==> config.mk <==
export PLATFORM = sky130hd
export DESIGN_NAME = waveform_peak_pyramid
export DESIGN_NICKNAME = d
export VERILOG_FILES = /design/src/hdl/wpp_pkg.sv /design/src/hdl/waveform_peak_pyramid.sv /design/src/hdl/wpp_compand.sv /design/src/hdl/wpp_pyramid.sv /design/src/hdl/wpp_outbuf.sv
export VERILOG_INCLUDE_DIRS = /design/src /design/src/hdl
export SDC_FILE = /design/constraint.sdc
export NUM_CORES = 2
export LEC_CHECK = 0
export BUFFER_PORTS_ARGS = -buffer_cell sky130_fd_sc_hd__buf_2
export CAP_MARGIN = 20
export CORE_MARGIN = 2
export CORE_UTILIZATION = 60
export CTS_CLUSTER_SIZE = 25
export DETAILED_ROUTE_END_ITERATION = 16
export PLACE_DENSITY = 0.77
export SLEW_MARGIN = 20
export SYNTH_ARGS = -nofsm -noshare
export SYNTH_HDL_FRONTEND = slang
export SYNTH_HIERARCHICAL = 1
export SYNTH_SLANG_ARGS = --single-unit
==> constraint.sdc <==
create_clock -name clk_i -period 9.32 [get_ports clk_i]
set_input_delay 1.864 -clock clk_i [delete_from_list [all_inputs] [get_ports clk_i]]
set_output_delay 1.864 -clock clk_i [all_outputs]
set_load 0.1 [all_outputs]
==> src/hdl/assert_macros.svh <==
// ----------------------------------------------------------------------------
// Assertion macros
// Shared concurrent assertion forms, sampled on clk_i and held off in reset.
// ----------------------------------------------------------------------------
`ifndef ASSERT_MACROS_SVH
`define ASSERT_MACROS_SVH

// Consequent checked in the same cycle.
`define WPP_ASSERT_IMP(name, ante, cons) \
  name: assert property (@(posedge clk_i) disable iff (!rst_ni) (ante) |-> (cons)) \
    else $error("%m: assertion failed");

// Consequent checked in the following cycle.
`define WPP_ASSERT_NXT(name, ante, cons) \
  name: assert property (@(posedge clk_i) disable iff (!rst_ni) (ante) |=> (cons)) \
    else $error("%m: assertion failed");

`endif

==> src/hdl/wpp_pkg.sv <==
// ----------------------------------------------------------------------------
// wpp_pkg
// Constants, types and helpers shared by the peak pyramid modules.
// ----------------------------------------------------------------------------
`timescale 1ns / 1ps
`default_nettype none

package wpp_pkg;

  localparam int unsigned MaxLevels       = 24;
  localparam int unsigned MaxBucketFrames = 4096;

  localparam int unsigned SampW  = 16;
  localparam int unsigned MagW   = 15;
  localparam int unsigned CfgW   = 13;
  localparam int unsigned LvlW   = 5;
  localparam int unsigned IdxW   = 24;
  localparam int unsigned ValW   = 8;

  localparam int unsigned LvlIdxW   = (MaxLevels > 1) ? $clog2(MaxLevels) : 1;
  localparam int unsigned FrameCntW = (MaxBucketFrames > 1) ? $clog2(MaxBucketFrames) : 1;
  localparam int unsigned SizeW     = FrameCntW + 1;
  localparam int unsigned ValBitW   = $clog2(ValW);

  localparam int unsigned MulW      = 16;
  localparam int unsigned ProdW     = 2 * MulW;
  localparam int unsigned SqrtShift = 13;

  localparam logic [CfgW-1:0] BucketReset  = CfgW'(512);
  localparam logic [MulW-1:0] CompandScale = MulW'(65025);
  localparam logic [MagW-1:0] FullMag      = {MagW{1'b1}};

  typedef struct packed {
    logic [LvlW-1:0] level;
    logic [IdxW-1:0] index;
    logic [ValW-1:0] value;
  } wpp_res_t;

  typedef struct packed {
    logic push;
    logic close;
    logic last;
  } wpp_ob_req_t;

  function automatic logic [MagW-1:0] wpp_mag(input logic signed [SampW-1:0] s);
    logic [SampW-1:0] n;
    n = s[SampW-1] ? SampW'(-s) : SampW'(s);
    return (n > SampW'(FullMag)) ? FullMag : n[MagW-1:0];
  endfunction

endpackage

`default_nettype wire

==> src/hdl/waveform_peak_pyramid.sv <==
// ----------------------------------------------------------------------------
// waveform_peak_pyramid
// Stereo peak envelope with a max pyramid of square-root companded levels.
//
//   channel  direction  handshake                 word
//   cfg      in         cfg_valid_i / cfg_ready_o  cfg_bucket_frames_i
//   in       in         in_valid_i / in_ready_o    left/right sample, end_of_clip
//   out      out        out_valid_o / out_ready_i  level, bucket_index, peak, last
//
// A frame that leaves its bucket open only updates the running peak and frame
// count and leaves the input ready. A closing frame holds the input busy while
// the compander runs (one shared 16x16 multiplier, eight search steps) and the
// level sequencer emits one word per level, scans the flush levels at end of
// clip and closes.
// Reset is asynchronous and immediate; no clearing pass.
// A stalled output holds two words, then the level sequencer waits.
// ----------------------------------------------------------------------------
`timescale 1ns / 1ps
`default_nettype none
`include "assert_macros.svh"

module waveform_peak_pyramid import wpp_pkg::*; (
  input  logic                    clk_i,
  input  logic                    rst_ni,
  input  logic                    cfg_valid_i,
  output logic                    cfg_ready_o,
  input  logic [CfgW-1:0]         cfg_bucket_frames_i,
  input  logic                    in_valid_i,
  output logic                    in_ready_o,
  input  logic signed [SampW-1:0] left_sample_i,
  input  logic signed [SampW-1:0] right_sample_i,
  input  logic                    end_of_clip_i,
  output logic                    out_valid_o,
  input  logic                    out_ready_i,
  output logic [LvlW-1:0]         level_o,
  output logic [IdxW-1:0]         bucket_index_o,
  output logic [ValW-1:0]         peak_value_o,
  output logic                    last_o
);

  logic [CfgW-1:0]      cfg_q;
  logic [MagW-1:0]      peak_q;
  logic [FrameCntW-1:0] cnt_q;
  logic                 busy_q;
  logic                 end_q;

  logic [SizeW-1:0] size;
  logic [MagW-1:0]  mag_l;
  logic [MagW-1:0]  mag_r;
  logic [MagW-1:0]  peak_lr;
  logic [MagW-1:0]  peak_new;
  logic             accept;
  logic             close;

  logic            cmp_done;
  logic [ValW-1:0] cmp_value;
  wpp_ob_req_t     ob_req;
  wpp_res_t        pyr_res;
  logic            ob_ready;
  logic            pyr_idle;
  logic            pyr_done;
  wpp_res_t        out_res;

  assign cfg_ready_o = 1'b1;

  always_comb begin
    if (cfg_q == '0) begin
      size = SizeW'(1);
    end else if (32'(cfg_q) > 32'(MaxBucketFrames)) begin
      size = SizeW'(MaxBucketFrames);
    end else begin
      size = SizeW'(cfg_q);
    end
  end

  assign mag_l    = wpp_mag(left_sample_i);
  assign mag_r    = wpp_mag(right_sample_i);
  assign peak_lr  = (mag_l > mag_r) ? mag_l : mag_r;
  assign peak_new = (peak_lr > peak_q) ? peak_lr : peak_q;

  assign in_ready_o = !busy_q;
  assign accept     = in_valid_i && in_ready_o;
  assign close      = ((SizeW'(cnt_q) + 1'b1) >= size) || end_of_clip_i;

  always_ff @(posedge clk_i or negedge rst_ni) begin
    if (!rst_ni) begin
      cfg_q  <= BucketReset;
      peak_q <= '0;
      cnt_q  <= '0;
      busy_q <= 1'b0;
      end_q  <= 1'b0;
    end else begin
      if (cfg_valid_i && cfg_ready_o) begin
        cfg_q <= cfg_bucket_frames_i;
      end
      if (accept) begin
        end_q <= end_of_clip_i;
        if (close) begin
          peak_q <= '0;
          cnt_q  <= '0;
          busy_q <= 1'b1;
        end else begin
          peak_q <= peak_new;
          cnt_q  <= cnt_q + 1'b1;
        end
      end else if (pyr_done) begin
        busy_q <= 1'b0;
      end
    end
  end

  wpp_compand u_compand (
    .clk_i   (clk_i),
    .rst_ni  (rst_ni),
    .start_i (accept && close),
    .peak_i  (peak_new),
    .done_o  (cmp_done),
    .value_o (cmp_value)
  );

  wpp_pyramid u_pyramid (
    .clk_i      (clk_i),
    .rst_ni     (rst_ni),
    .start_i    (cmp_done),
    .value_i    (cmp_value),
    .end_i      (end_q),
    .ob_ready_i (ob_ready),
    .ob_req_o   (ob_req),
    .res_o      (pyr_res),
    .idle_o     (pyr_idle),
    .done_o     (pyr_done)
  );

  wpp_outbuf u_outbuf (
    .clk_i       (clk_i),
    .rst_ni      (rst_ni),
    .req_i       (ob_req),
    .res_i       (pyr_res),
    .ready_o     (ob_ready),
    .out_valid_o (out_valid_o),
    .out_ready_i (out_ready_i),
    .out_res_o   (out_res),
    .out_last_o  (last_o)
  );

  assign level_o        = out_res.level;
  assign bucket_index_o = out_res.index;
  assign peak_value_o   = out_res.value;

  `WPP_ASSERT_IMP(a_compand_done_while_busy, cmp_done, busy_q && pyr_idle)
  `WPP_ASSERT_IMP(a_idle_pyramid_when_ready, in_ready_o, pyr_idle)

endmodule

`default_nettype wire

==> src/hdl/wpp_compand.sv <==
// ----------------------------------------------------------------------------
// wpp_compand
// Square-root compander: one shared multiplier forms 65025*peak, then a
// bit-by-bit search finds the largest n with (2n-1)^2 * 8192 <= 65025*peak.
// ----------------------------------------------------------------------------
`timescale 1ns / 1ps
`default_nettype none
`include "assert_macros.svh"

module wpp_compand import wpp_pkg::*; (
  input  logic            clk_i,
  input  logic            rst_ni,
  input  logic            start_i,
  input  logic [MagW-1:0] peak_i,
  output logic            done_o,
  output logic [ValW-1:0] value_o
);

  typedef enum logic [1:0] {StIdle, StRhs, StSearch, StDone} state_e;

  state_e               state_q;
  logic [MagW-1:0]      p_q;
  logic [ProdW-1:0]     rhs_q;
  logic [ValW-1:0]      v_q;
  logic [ValBitW-1:0]   bit_q;

  logic [ValW-1:0]            trial;
  logic [ValW:0]              odd;
  logic [MulW-1:0]            mul_a;
  logic [MulW-1:0]            mul_b;
  logic [ProdW-1:0]           prod;
  logic [ProdW+SqrtShift-1:0] sq_scaled;
  logic                       fits;

  assign trial = v_q | (ValW'(1) << bit_q);
  assign odd   = {trial, 1'b0} - (ValW+1)'(1);

  always_comb begin
    if (state_q == StRhs) begin
      mul_a = CompandScale;
      mul_b = MulW'(p_q);
    end else begin
      mul_a = MulW'(odd);
      mul_b = MulW'(odd);
    end
  end

  assign prod      = mul_a * mul_b;
  assign sq_scaled = {prod, {SqrtShift{1'b0}}};
  assign fits      = sq_scaled <= (ProdW+SqrtShift)'(rhs_q);

  always_ff @(posedge clk_i or negedge rst_ni) begin
    if (!rst_ni) begin
      state_q <= StIdle;
      p_q     <= '0;
      rhs_q   <= '0;
      v_q     <= '0;
      bit_q   <= '0;
    end else begin
      unique case (state_q)
        StIdle: begin
          if (start_i) begin
            p_q     <= peak_i;
            state_q <= StRhs;
          end
        end
        StRhs: begin
          rhs_q   <= prod;
          v_q     <= '0;
          bit_q   <= ValBitW'(ValW - 1);
          state_q <= StSearch;
        end
        StSearch: begin
          if (fits) begin
            v_q <= trial;
          end
          if (bit_q == '0) begin
            state_q <= StDone;
          end else begin
            bit_q <= bit_q - 1'b1;
          end
        end
        StDone: begin
          state_q <= StIdle;
        end
        default: state_q <= StIdle;
      endcase
    end
  end

  assign done_o  = (state_q == StDone);
  assign value_o = v_q;

  `WPP_ASSERT_NXT(a_search_ends_in_done, (state_q == StSearch) && (bit_q == '0), done_o)
  `WPP_ASSERT_NXT(a_start_only_when_idle, start_i && (state_q == StIdle), state_q == StRhs)

endmodule

`default_nettype wire

==> src/hdl/wpp_pyramid.sv <==
// ----------------------------------------------------------------------------
// wpp_pyramid
// Level store and sequencer: inserts one value per unstalled emission cycle,
// merges pairs upward by max, and on end of clip flushes odd pending values.
// ----------------------------------------------------------------------------
`timescale 1ns / 1ps
`default_nettype none
`include "assert_macros.svh"

module wpp_pyramid import wpp_pkg::*; (
  input  logic            clk_i,
  input  logic            rst_ni,
  input  logic            start_i,
  input  logic [ValW-1:0] value_i,
  input  logic            end_i,
  input  logic            ob_ready_i,
  output wpp_ob_req_t     ob_req_o,
  output wpp_res_t        res_o,
  output logic            idle_o,
  output logic            done_o
);

  typedef enum logic [1:0] {StIdle, StInsert, StFlush, StClose} state_e;

  state_e               state_q;
  logic [LvlIdxW-1:0]   lvl_q;
  logic [LvlIdxW-1:0]   fl_q;
  logic [ValW-1:0]      val_q;
  logic                 end_q;
  logic [MaxLevels-1:0] pend_vld_q;
  logic [ValW-1:0]      pend_val_q [MaxLevels];
  logic [IdxW-1:0]      cnt_q      [MaxLevels];

  logic [IdxW-1:0] cur_cnt;
  logic [ValW-1:0] cur_pv;
  logic [ValW-1:0] merged;
  logic            top_lvl;
  logic            fl_stop;
  logic            store;
  state_e          ret_state;

  assign cur_cnt   = cnt_q[lvl_q];
  assign cur_pv    = pend_val_q[lvl_q];
  assign merged    = (cur_pv > val_q) ? cur_pv : val_q;
  assign top_lvl   = (lvl_q == LvlIdxW'(MaxLevels - 1));
  assign fl_stop   = (fl_q == LvlIdxW'(MaxLevels - 1)) || (cnt_q[fl_q] <= IdxW'(1));
  assign ret_state = end_q ? StFlush : StClose;
  assign store     = (state_q == StInsert) && ob_ready_i && !top_lvl && !pend_vld_q[lvl_q];

  always_ff @(posedge clk_i or negedge rst_ni) begin
    if (!rst_ni) begin
      state_q    <= StIdle;
      lvl_q      <= '0;
      fl_q       <= '0;
      val_q      <= '0;
      end_q      <= 1'b0;
      pend_vld_q <= '0;
      for (int i = 0; i < MaxLevels; i++) begin
        cnt_q[i] <= '0;
      end
    end else begin
      unique case (state_q)
        StIdle: begin
          if (start_i) begin
            lvl_q   <= '0;
            fl_q    <= '0;
            val_q   <= value_i;
            end_q   <= end_i;
            state_q <= StInsert;
          end
        end
        StInsert: begin
          if (ob_ready_i) begin
            cnt_q[lvl_q] <= cur_cnt + 1'b1;
            if (top_lvl) begin
              state_q <= ret_state;
            end else if (pend_vld_q[lvl_q]) begin
              val_q             <= merged;
              pend_vld_q[lvl_q] <= 1'b0;
              lvl_q             <= lvl_q + 1'b1;
            end else begin
              pend_vld_q[lvl_q] <= 1'b1;
              state_q           <= ret_state;
            end
          end
        end
        StFlush: begin
          if (fl_stop) begin
            state_q <= StClose;
          end else begin
            if (pend_vld_q[fl_q]) begin
              val_q            <= pend_val_q[fl_q];
              pend_vld_q[fl_q] <= 1'b0;
              lvl_q            <= fl_q + 1'b1;
              state_q          <= StInsert;
            end
            fl_q <= fl_q + 1'b1;
          end
        end
        StClose: begin
          if (ob_ready_i) begin
            state_q <= StIdle;
            if (end_q) begin
              pend_vld_q <= '0;
              for (int i = 0; i < MaxLevels; i++) begin
                cnt_q[i] <= '0;
              end
            end
          end
        end
        default: state_q <= StIdle;
      endcase
    end
  end

  always_ff @(posedge clk_i) begin
    if (store) begin
      pend_val_q[lvl_q] <= val_q;
    end
  end

  assign ob_req_o.push  = (state_q == StInsert);
  assign ob_req_o.close = (state_q == StClose);
  assign ob_req_o.last  = end_q;

  assign res_o.level = LvlW'(lvl_q);
  assign res_o.index = cur_cnt;
  assign res_o.value = val_q;

  assign idle_o = (state_q == StIdle);
  assign done_o = (state_q == StClose) && ob_ready_i;

  `WPP_ASSERT_NXT(a_clip_end_clears, done_o && end_q, (pend_vld_q == '0) && (cnt_q[0] == '0))
  `WPP_ASSERT_IMP(a_no_start_when_busy, start_i, idle_o)

endmodule

`default_nettype wire

==> src/hdl/wpp_outbuf.sv <==
// ----------------------------------------------------------------------------
// wpp_outbuf
// Hold stage plus output register: a word is released only once the next one
// or the close of the frame is known, so the final word carries its last flag.
// ----------------------------------------------------------------------------
`timescale 1ns / 1ps
`default_nettype none
`include "assert_macros.svh"

module wpp_outbuf import wpp_pkg::*; (
  input  logic        clk_i,
  input  logic        rst_ni,
  input  wpp_ob_req_t req_i,
  input  wpp_res_t    res_i,
  output logic        ready_o,
  output logic        out_valid_o,
  input  logic        out_ready_i,
  output wpp_res_t    out_res_o,
  output logic        out_last_o
);

  logic     hold_vld_q;
  wpp_res_t hold_q;
  logic     out_vld_q;
  wpp_res_t out_q;
  logic     out_last_q;

  logic out_free;
  logic push;
  logic close;
  logic move;

  assign out_free = !out_vld_q || out_ready_i;
  assign ready_o  = !hold_vld_q || out_free;
  assign push     = req_i.push && ready_o;
  assign close    = req_i.close && ready_o;
  assign move     = hold_vld_q && (push || close);

  always_ff @(posedge clk_i or negedge rst_ni) begin
    if (!rst_ni) begin
      hold_vld_q <= 1'b0;
      out_vld_q  <= 1'b0;
    end else begin
      if (push) begin
        hold_vld_q <= 1'b1;
      end else if (close) begin
        hold_vld_q <= 1'b0;
      end
      if (move) begin
        out_vld_q <= 1'b1;
      end else if (out_ready_i) begin
        out_vld_q <= 1'b0;
      end
    end
  end

  always_ff @(posedge clk_i) begin
    if (push) begin
      hold_q <= res_i;
    end
    if (move) begin
      out_q      <= hold_q;
      out_last_q <= close && req_i.last;
    end
  end

  assign out_valid_o = out_vld_q;
  assign out_res_o   = out_q;
  assign out_last_o  = out_last_q;

  `WPP_ASSERT_NXT(a_move_fills_output, move, out_valid_o)
  `WPP_ASSERT_NXT(a_close_empties_hold, close, !hold_vld_q)

endmodule

`default_nettype wire

Yosys cells after proc, flatten, opt, wreduce, memory -nomap -nowiden
Memories as Yosys holds them, arrays and structs flattened. Cells that the tools add are included.

Flip-flop bits (word level): 800. Bits in writable memories: 192. Memories: 1. Input bits: 51. Output and inout bits: 41. Logic and storage cells: 236.

Shift-type cells: 1. Reduce and logical (&&, ||, !) cells: 45. $lt $le $gt $ge: 16. Add/subtract/negate cells: 9. Muxes and demuxes: 82. Eq/ne operators: 24. Bitwise gates (word level): 8. $mul: 1.

Memories: u_pyramid.pend_val_q (depth 24, bits a word 8, read ports 2, clocked after memory_dff 0, write ports 1, RTL line wpp_pyramid.sv:31) `logic [ValW-1:0] pend_val_q [MaxLevels];`.

Operators by type and width (count): $mux W576 (3); $pmux W576 S2 (1); $bwmux W576 (1); $mux W24 (12); $bmux W24 S5 (2); $demux W24 S5 (1); $mux W15 (6); $pmux W24 S3 (1); $mux W8 (8); $and A24 B24 Y24 (2); $mux W16 (3); $not A24 Y24 (2); $le A45 B32 Y1 (1); $mux W5 (7); $gt A16 B15 Y1 const B (2); $neg A16 Y16 (2); $mul A16 B15 Y31 (1); $gt A15 B15 Y1 (2); $mux W13 (2); $add A24 B1 Y24 const B (1); $le A24 B1 Y1 const B (1); $or A24 B24 Y24 (1); $pmux W8 S3 (1); $ne A2 B1 Y1 const B (10); 46 further kinds (113).

Logic depth before layout (Yosys ltp)
Depth after elaboration: 10. Depth in mapped cells: 42. Gate-level depth less buffers: 41.

Hierarchy
Netlist, hierarchy kept.

By module, submodules not included: wpp_pyramid (cells each 3439, area an instance 39839.5 sq um, instances 1, sequential area each 21305.4 sq um); wpp_compand (cells each 1078, area an instance 10234.8 sq um, instances 1, sequential area each 1501.4 sq um); waveform_peak_pyramid (cells each 464, area an instance 4117.7 sq um, instances 1, sequential area each 1052.3 sq um); wpp_outbuf (cells each 87, area an instance 2357.3 sq um, instances 1, sequential area each 2302.2 sq um).

Least setup slack after synthesis
Ideal clock, no wire load.

Path type: register to register. Start: register u_compand.bit_q[0]. End: register u_compand.v_q[1] (netlist: u_compand/value_o[1]). Cell stages (with the launch flop): 39. Path slack: 0.738 ns. Arrival time: 8.452 ns. Data required time: 9.190 ns. Setup time: 0.130 ns. Cells stage by stage: dfrtp_1 -> inv_1 -> ha_1 -> nand2_1 -> nand2b_1 -> inv_2 -> ha_1 -> o211ai_1 -> nor4b_1 -> xor2_1 -> or2_2 -> clkbuf_1 -> inv_1 -> o21ai_0 -> inv_1 -> fa_1 -> inv_1 -> fa_1 -> [... 3 more ...] -> fa_1 -> inv_1 -> fa_1 -> inv_1 -> ha_1 -> and3_1 -> a31oi_1 -> nand2_1 -> a31oi_1 -> o21ai_0 -> xor2_1 -> ha_1 -> nor4_1 -> nand4b_1 -> o2bb2ai_1 -> nor3_2 -> nand4_4 -> mux2i_1.

Longest elaborated chain between the ends: 8.

Ends and longest elaborated chain: from (decl) (RTL line wpp_compand.sv:25) `logic [ValBitW-1:0] bit_q;`; from (signal assigned) (RTL line wpp_compand.sv:70) `bit_q <= ValBitW'(ValW - 1);`; from (signal assigned) (RTL line wpp_compand.sv:80) `bit_q <= bit_q - 1'b1;`; $shl A1 B3 Y8 * (RTL line wpp_compand.sv:35) `assign trial = v_q | (ValW'(1) << bit_q);`; $or A8 B8 Y8 * (RTL line wpp_compand.sv:35); $sub A9 B1 Y9 * (RTL line wpp_compand.sv:36) `assign odd = {trial, 1'b0} - (ValW+1)'(1);`; $mux W16 / $mux W15 (equally long branches) (RTL line wpp_compand.sv:39) `if (state_q == StRhs) begin`; $mul A16 B15 Y31 * (RTL line wpp_compand.sv:48) `assign prod = mul_a * mul_b;`; named net u_compand.prod[18] (RTL line wpp_compand.sv:31) `logic [ProdW-1:0] prod;`; $le A45 B32 Y1 * (RTL line wpp_compand.sv:50) `assign fits = sq_scaled <= (ProdW+SqrtShift)'(rhs_q);`; $ne A2 B1 Y1 (no source line) *; $reduce_and A2 Y1 (no source line) *; to (signal assigned) (RTL line wpp_compand.sv:75) `v_q <= trial;`; to (decl) (RTL line wpp_compand.sv:24) `logic [ValW-1:0] v_q;`.

Mark *: on every way through the listed nets, which the timed path passes. The rest lies on a longest branch. The select of a mux whose other input is x is not followed. A chain may end at the register's enable or synchronous reset.

Worst setup path in the final report
Same ends and word-level chain as after synthesis.

==> run summary <==
GRT
-------------------------------------------------------------------------------------
Pin count of the biggest net entering global routing                              156
Overflow left after global routing                                                  0
Global router's overall resource usage                                          0.360
Global-route wire length before repair                                     267,000 µm
Number of antenna violations at the first check in global routing                   5
Vias in the first global route                                                 43,400

WORST SETUP PATH
-------------------------------------------------------------------------------------
Reg-to-reg endpoint                                                      u_compand/value_o[1]
Dominant cell type by count on the critical path                                 fa_1
Worst setup slack for register-to-register paths                               410 ps
Worst R2R Start                                                          u_compand/bit_q[0]
Crit-path max cell delay                                                       560 ps
Endpoint class of the critical path                                              flop
Slowest stage cell, crit path                                                    fa_1
Largest fanout of any net on the critical path                                      8
CP Data Arrival Time                                                          9500 ps
Critical Path Source Type                                                        flop
Category of the most critical setup path                                   reg -> reg
Worst Path Required                                                           9910 ps
Reg2reg path depth                                                                 36

RUN STATUS
-------------------------------------------------------------------------------------
Status                                                                   finished, final reports clean

PLACE
-------------------------------------------------------------------------------------
Gp weighted congestion                                                          0.989
Area after detailed placement                                              0.0583 mm²
Minimum setup slack after placement                                            175 ps
Detailed-placement wirelength estimate                                     118,000 µm
Count of buffers from port buffering                                               90

LOGIC SYNTHESIS
-------------------------------------------------------------------------------------
Number of distinct library cells after synthesis                                  119
Post-synthesis instance area                                               0.0565 mm²
Syn. warnings                                                                       6
Register bit count reported by yosys                                              992
Portion of the post-synthesis area used by sequential elements                  0.463
Async set-reset flop share out of synthesis                                     0.731
Prevailing post-synth register cell                                           dfrtp_1
Average size of a mapped cell                                                11.2 µm²
Synthesized netlist cell count                                                  5,068
Number of enable flip-flop cells after synthesis                                  267

ROUTE
-------------------------------------------------------------------------------------
Drt initial violations                                                          5,912
Initial DRT Pass Iterations                                                         9
DRC violations left                                                                 0
Count of vias placed by the detailed router                                    43,700
Total wire length                                                          173,000 µm
Via density                                                                      6.81
Antenna-violating nets left                                                         0
Routed len/inst                                                               26.9 µm

STA
-------------------------------------------------------------------------------------
Maximum frequency from static timing analysis                                 112 MHz
Max-slew violations                                                                 0
Worst-case hold slack                                                          419 ps
Worst slew pin tran                                                           1150 ps
Normalized max-slew margin                                                      0.236
Finish-stage setup viols                                                            0
Worst Clk Skew                                                                74.9 ps
Final Hold Violating Endpoints                                                      0
Shortest period the worst path allows                                         8910 ps
Share of the clock period used by the worst path                                0.957
Post-route setup slack                                                         405 ps

FLOORPLAN
-------------------------------------------------------------------------------------
Area of the core                                                           0.0933 mm²
Vertical die dimension                                                         311 µm
Die boundary width                                                             311 µm
I/O pin total                                                                      92
Number of rows created at floorplan                                               112
Initial Util                                                                    0.606
Die Outline Area                                                           0.0967 mm²

CELLS AND AREA
-------------------------------------------------------------------------------------
Count of fill cells added during filler insertion                               6,887
Layout Nets                                                                     5,485
Share of layout cells above drive strength 1                                    0.160
Most frequent cells in the layout                                        nand2_1 (776), dfrtp_1 (719), o21ai_0 (582)
Most frequent standard cell in the layout excluding fill and tap cells        nand2_1
Final Cell Area                                                            0.0622 mm²
Relative area change from synthesis to final layout                             10.0%

CTS
-------------------------------------------------------------------------------------
Maximum level of the CTS H-tree                                                     3
Clock tree from TritonCTS                                                         yes
Clock root cell                                                             clkbuf_16
Clock latency of the later-clocked register in the worst-skew pair             730 ps
Number of buffers created by CTS                                                  104
Clock tree buffer depth                                                             3
TritonCTS sink count                                                              992
Number of buffers inserted by hold repair at cts                                    0
CTS clk-pin slew, worst paths                                                   60 ps

WORST HOLD PATH
-------------------------------------------------------------------------------------
Worst-case hold path end point                                           u_outbuf/out_res_o[14]
Hold Path Stages                                                                    0
Origin of the worst min-delay path                                       u_outbuf/hold_q[14]
Classification of the worst-slack hold path                                reg -> reg

FLOW RUN
-------------------------------------------------------------------------------------
Max-Cap Viols                                                                       0

## worst max-delay path by stage
stage,start,end,cells past startpoint
after global placement,u_compand/bit_q[0],u_compand/value_o[1],40
after detailed placement,u_compand/bit_q[0],u_compand/value_o[1],40
final,u_compand/bit_q[0],u_compand/value_o[1],36
after CTS,u_compand/bit_q[0],u_compand/value_o[1],40
after floorplan,u_compand/bit_q[0],u_compand/value_o[1],38
after global routing,u_compand/bit_q[0],u_compand/value_o[0],37
## flip-flops by register name, indices dropped and copies added (netlist names), 2 cells and up, named ones only
name	cells
cfg_q	13
u_compand/value_o	8
u_pyramid/fl_q	5
cnt_q	12
peak_q	15
u_outbuf/out_res_o	37
u_pyramid/lvl_q	5
u_pyramid/pend_val_q	192
u_pyramid/state_q	2
u_compand/p_q	15
u_compand/rhs_q	32
u_pyramid/cnt_q	576
u_outbuf/hold_q	37
u_compand/bit_q	3
u_pyramid/val_q	8
u_compand/state_q	2
## final cells by class
class / count / area, µm² / share of cell area
Multi-Input combinational cell: 3461 / 28300 / 0.455
Sequential cell: 992 / 26200 / 0.421
Clock buffer: 139 / 2890 / 0.0465
Tap cell: 1254 / 1570 / 0.0252
Inverter: 340 / 1280 / 0.0205
Timing Repair Buffer: 177 / 1250 / 0.0201
Clock inverter: 59 / 702 / 0.0113
Antenna cell: 3 / 7.51 / 0.000121
## per-layer routing
| metal | track usage | part of all wire |
|---|---|---|
| met1 | 0.471 | 0.36 |
| met2 | 0.543 | 0.45 |
| met3 | 0.0959 | 0.12 |
| met4 | 0.216 | 0.073 |
| met5 | 0 | 0.00023 |
## synth_stat cells, drive strengths merged (13+ instances only)
cell type,instances,area share
a21o,25,0.0033
a21oi,158,0.014
a22o,59,0.0091
a22oi,118,0.016
a31oi,34,0.0038
a32o,15,0.0027
and2,15,0.0017
and3,17,0.0019
buf,99,0.013
clkbuf,229,0.015
dfrtp,724,0.32
edfxtp,267,0.14
fa,163,0.058
ha,195,0.043
inv,340,0.023
mux2,85,0.017
mux2i,32,0.0057
mux4,260,0.10
nand2,777,0.052
nand2b,22,0.0024
nand3,94,0.0086
nand4,29,0.0035
nor2,161,0.011
nor2b,32,0.0036
nor3,59,0.0055
nor4,97,0.011
nor4b,20,0.0035
o21ai,636,0.058
o31ai,14,0.0019
o32a,13,0.0023
or3,16,0.0018
or4,14,0.0020
xnor2,39,0.0064
xor2,35,0.0054
## repair_timing
action	CTS	global route
setup buffers	0	3
endpoints found under the setup margin	0	8
gates resized for setup	0	28
## critical path, delay by kind of cell, from the launching register on
| family | cells | cell delay, ps |
|---|---|---|
| buffers and inverters | 6 | 500 |
| xor gates and xnor gates | 2 | 450 |
| adders and majority gates | 10 | 4330 |
| and+or+nand+nor | 11 | 2100 |
| AOI/OAI and AO/OA | 6 | 820 |
| DFF | 1 | 400 |
| muxes | 1 | 170 |
## cells by family (layout without fill, tap and decap cells)
family                   Yosys count  count (layout)  synth area share
AO/OA/AOI/OAI                   1200            1200             0.132
buffers and inverters            668             715            0.0509
multiplexers                     377             377             0.128
XOR/XNOR                          74              74            0.0118
AND/OR/NAND/NOR                 1395            1395             0.114
flip-flops                       992             992             0.463
adder cells (fa/ha/maj)          358             358             0.101
other                              4              60          0.000265
## metrics by stage
stage	setup TNS, ps	instances	util
finish	0	6425	0.667
global route	-1.77	6422	0.667
CTS	0	6415	0.663
detailed placement	0	6217	0.625
global placement	0	6214	0.624
floorplan	0	5121	-
Power is left out: the tool's default activity adds up to more than one toggle a clock period on the data nets, which glitch-free logic cannot reach.
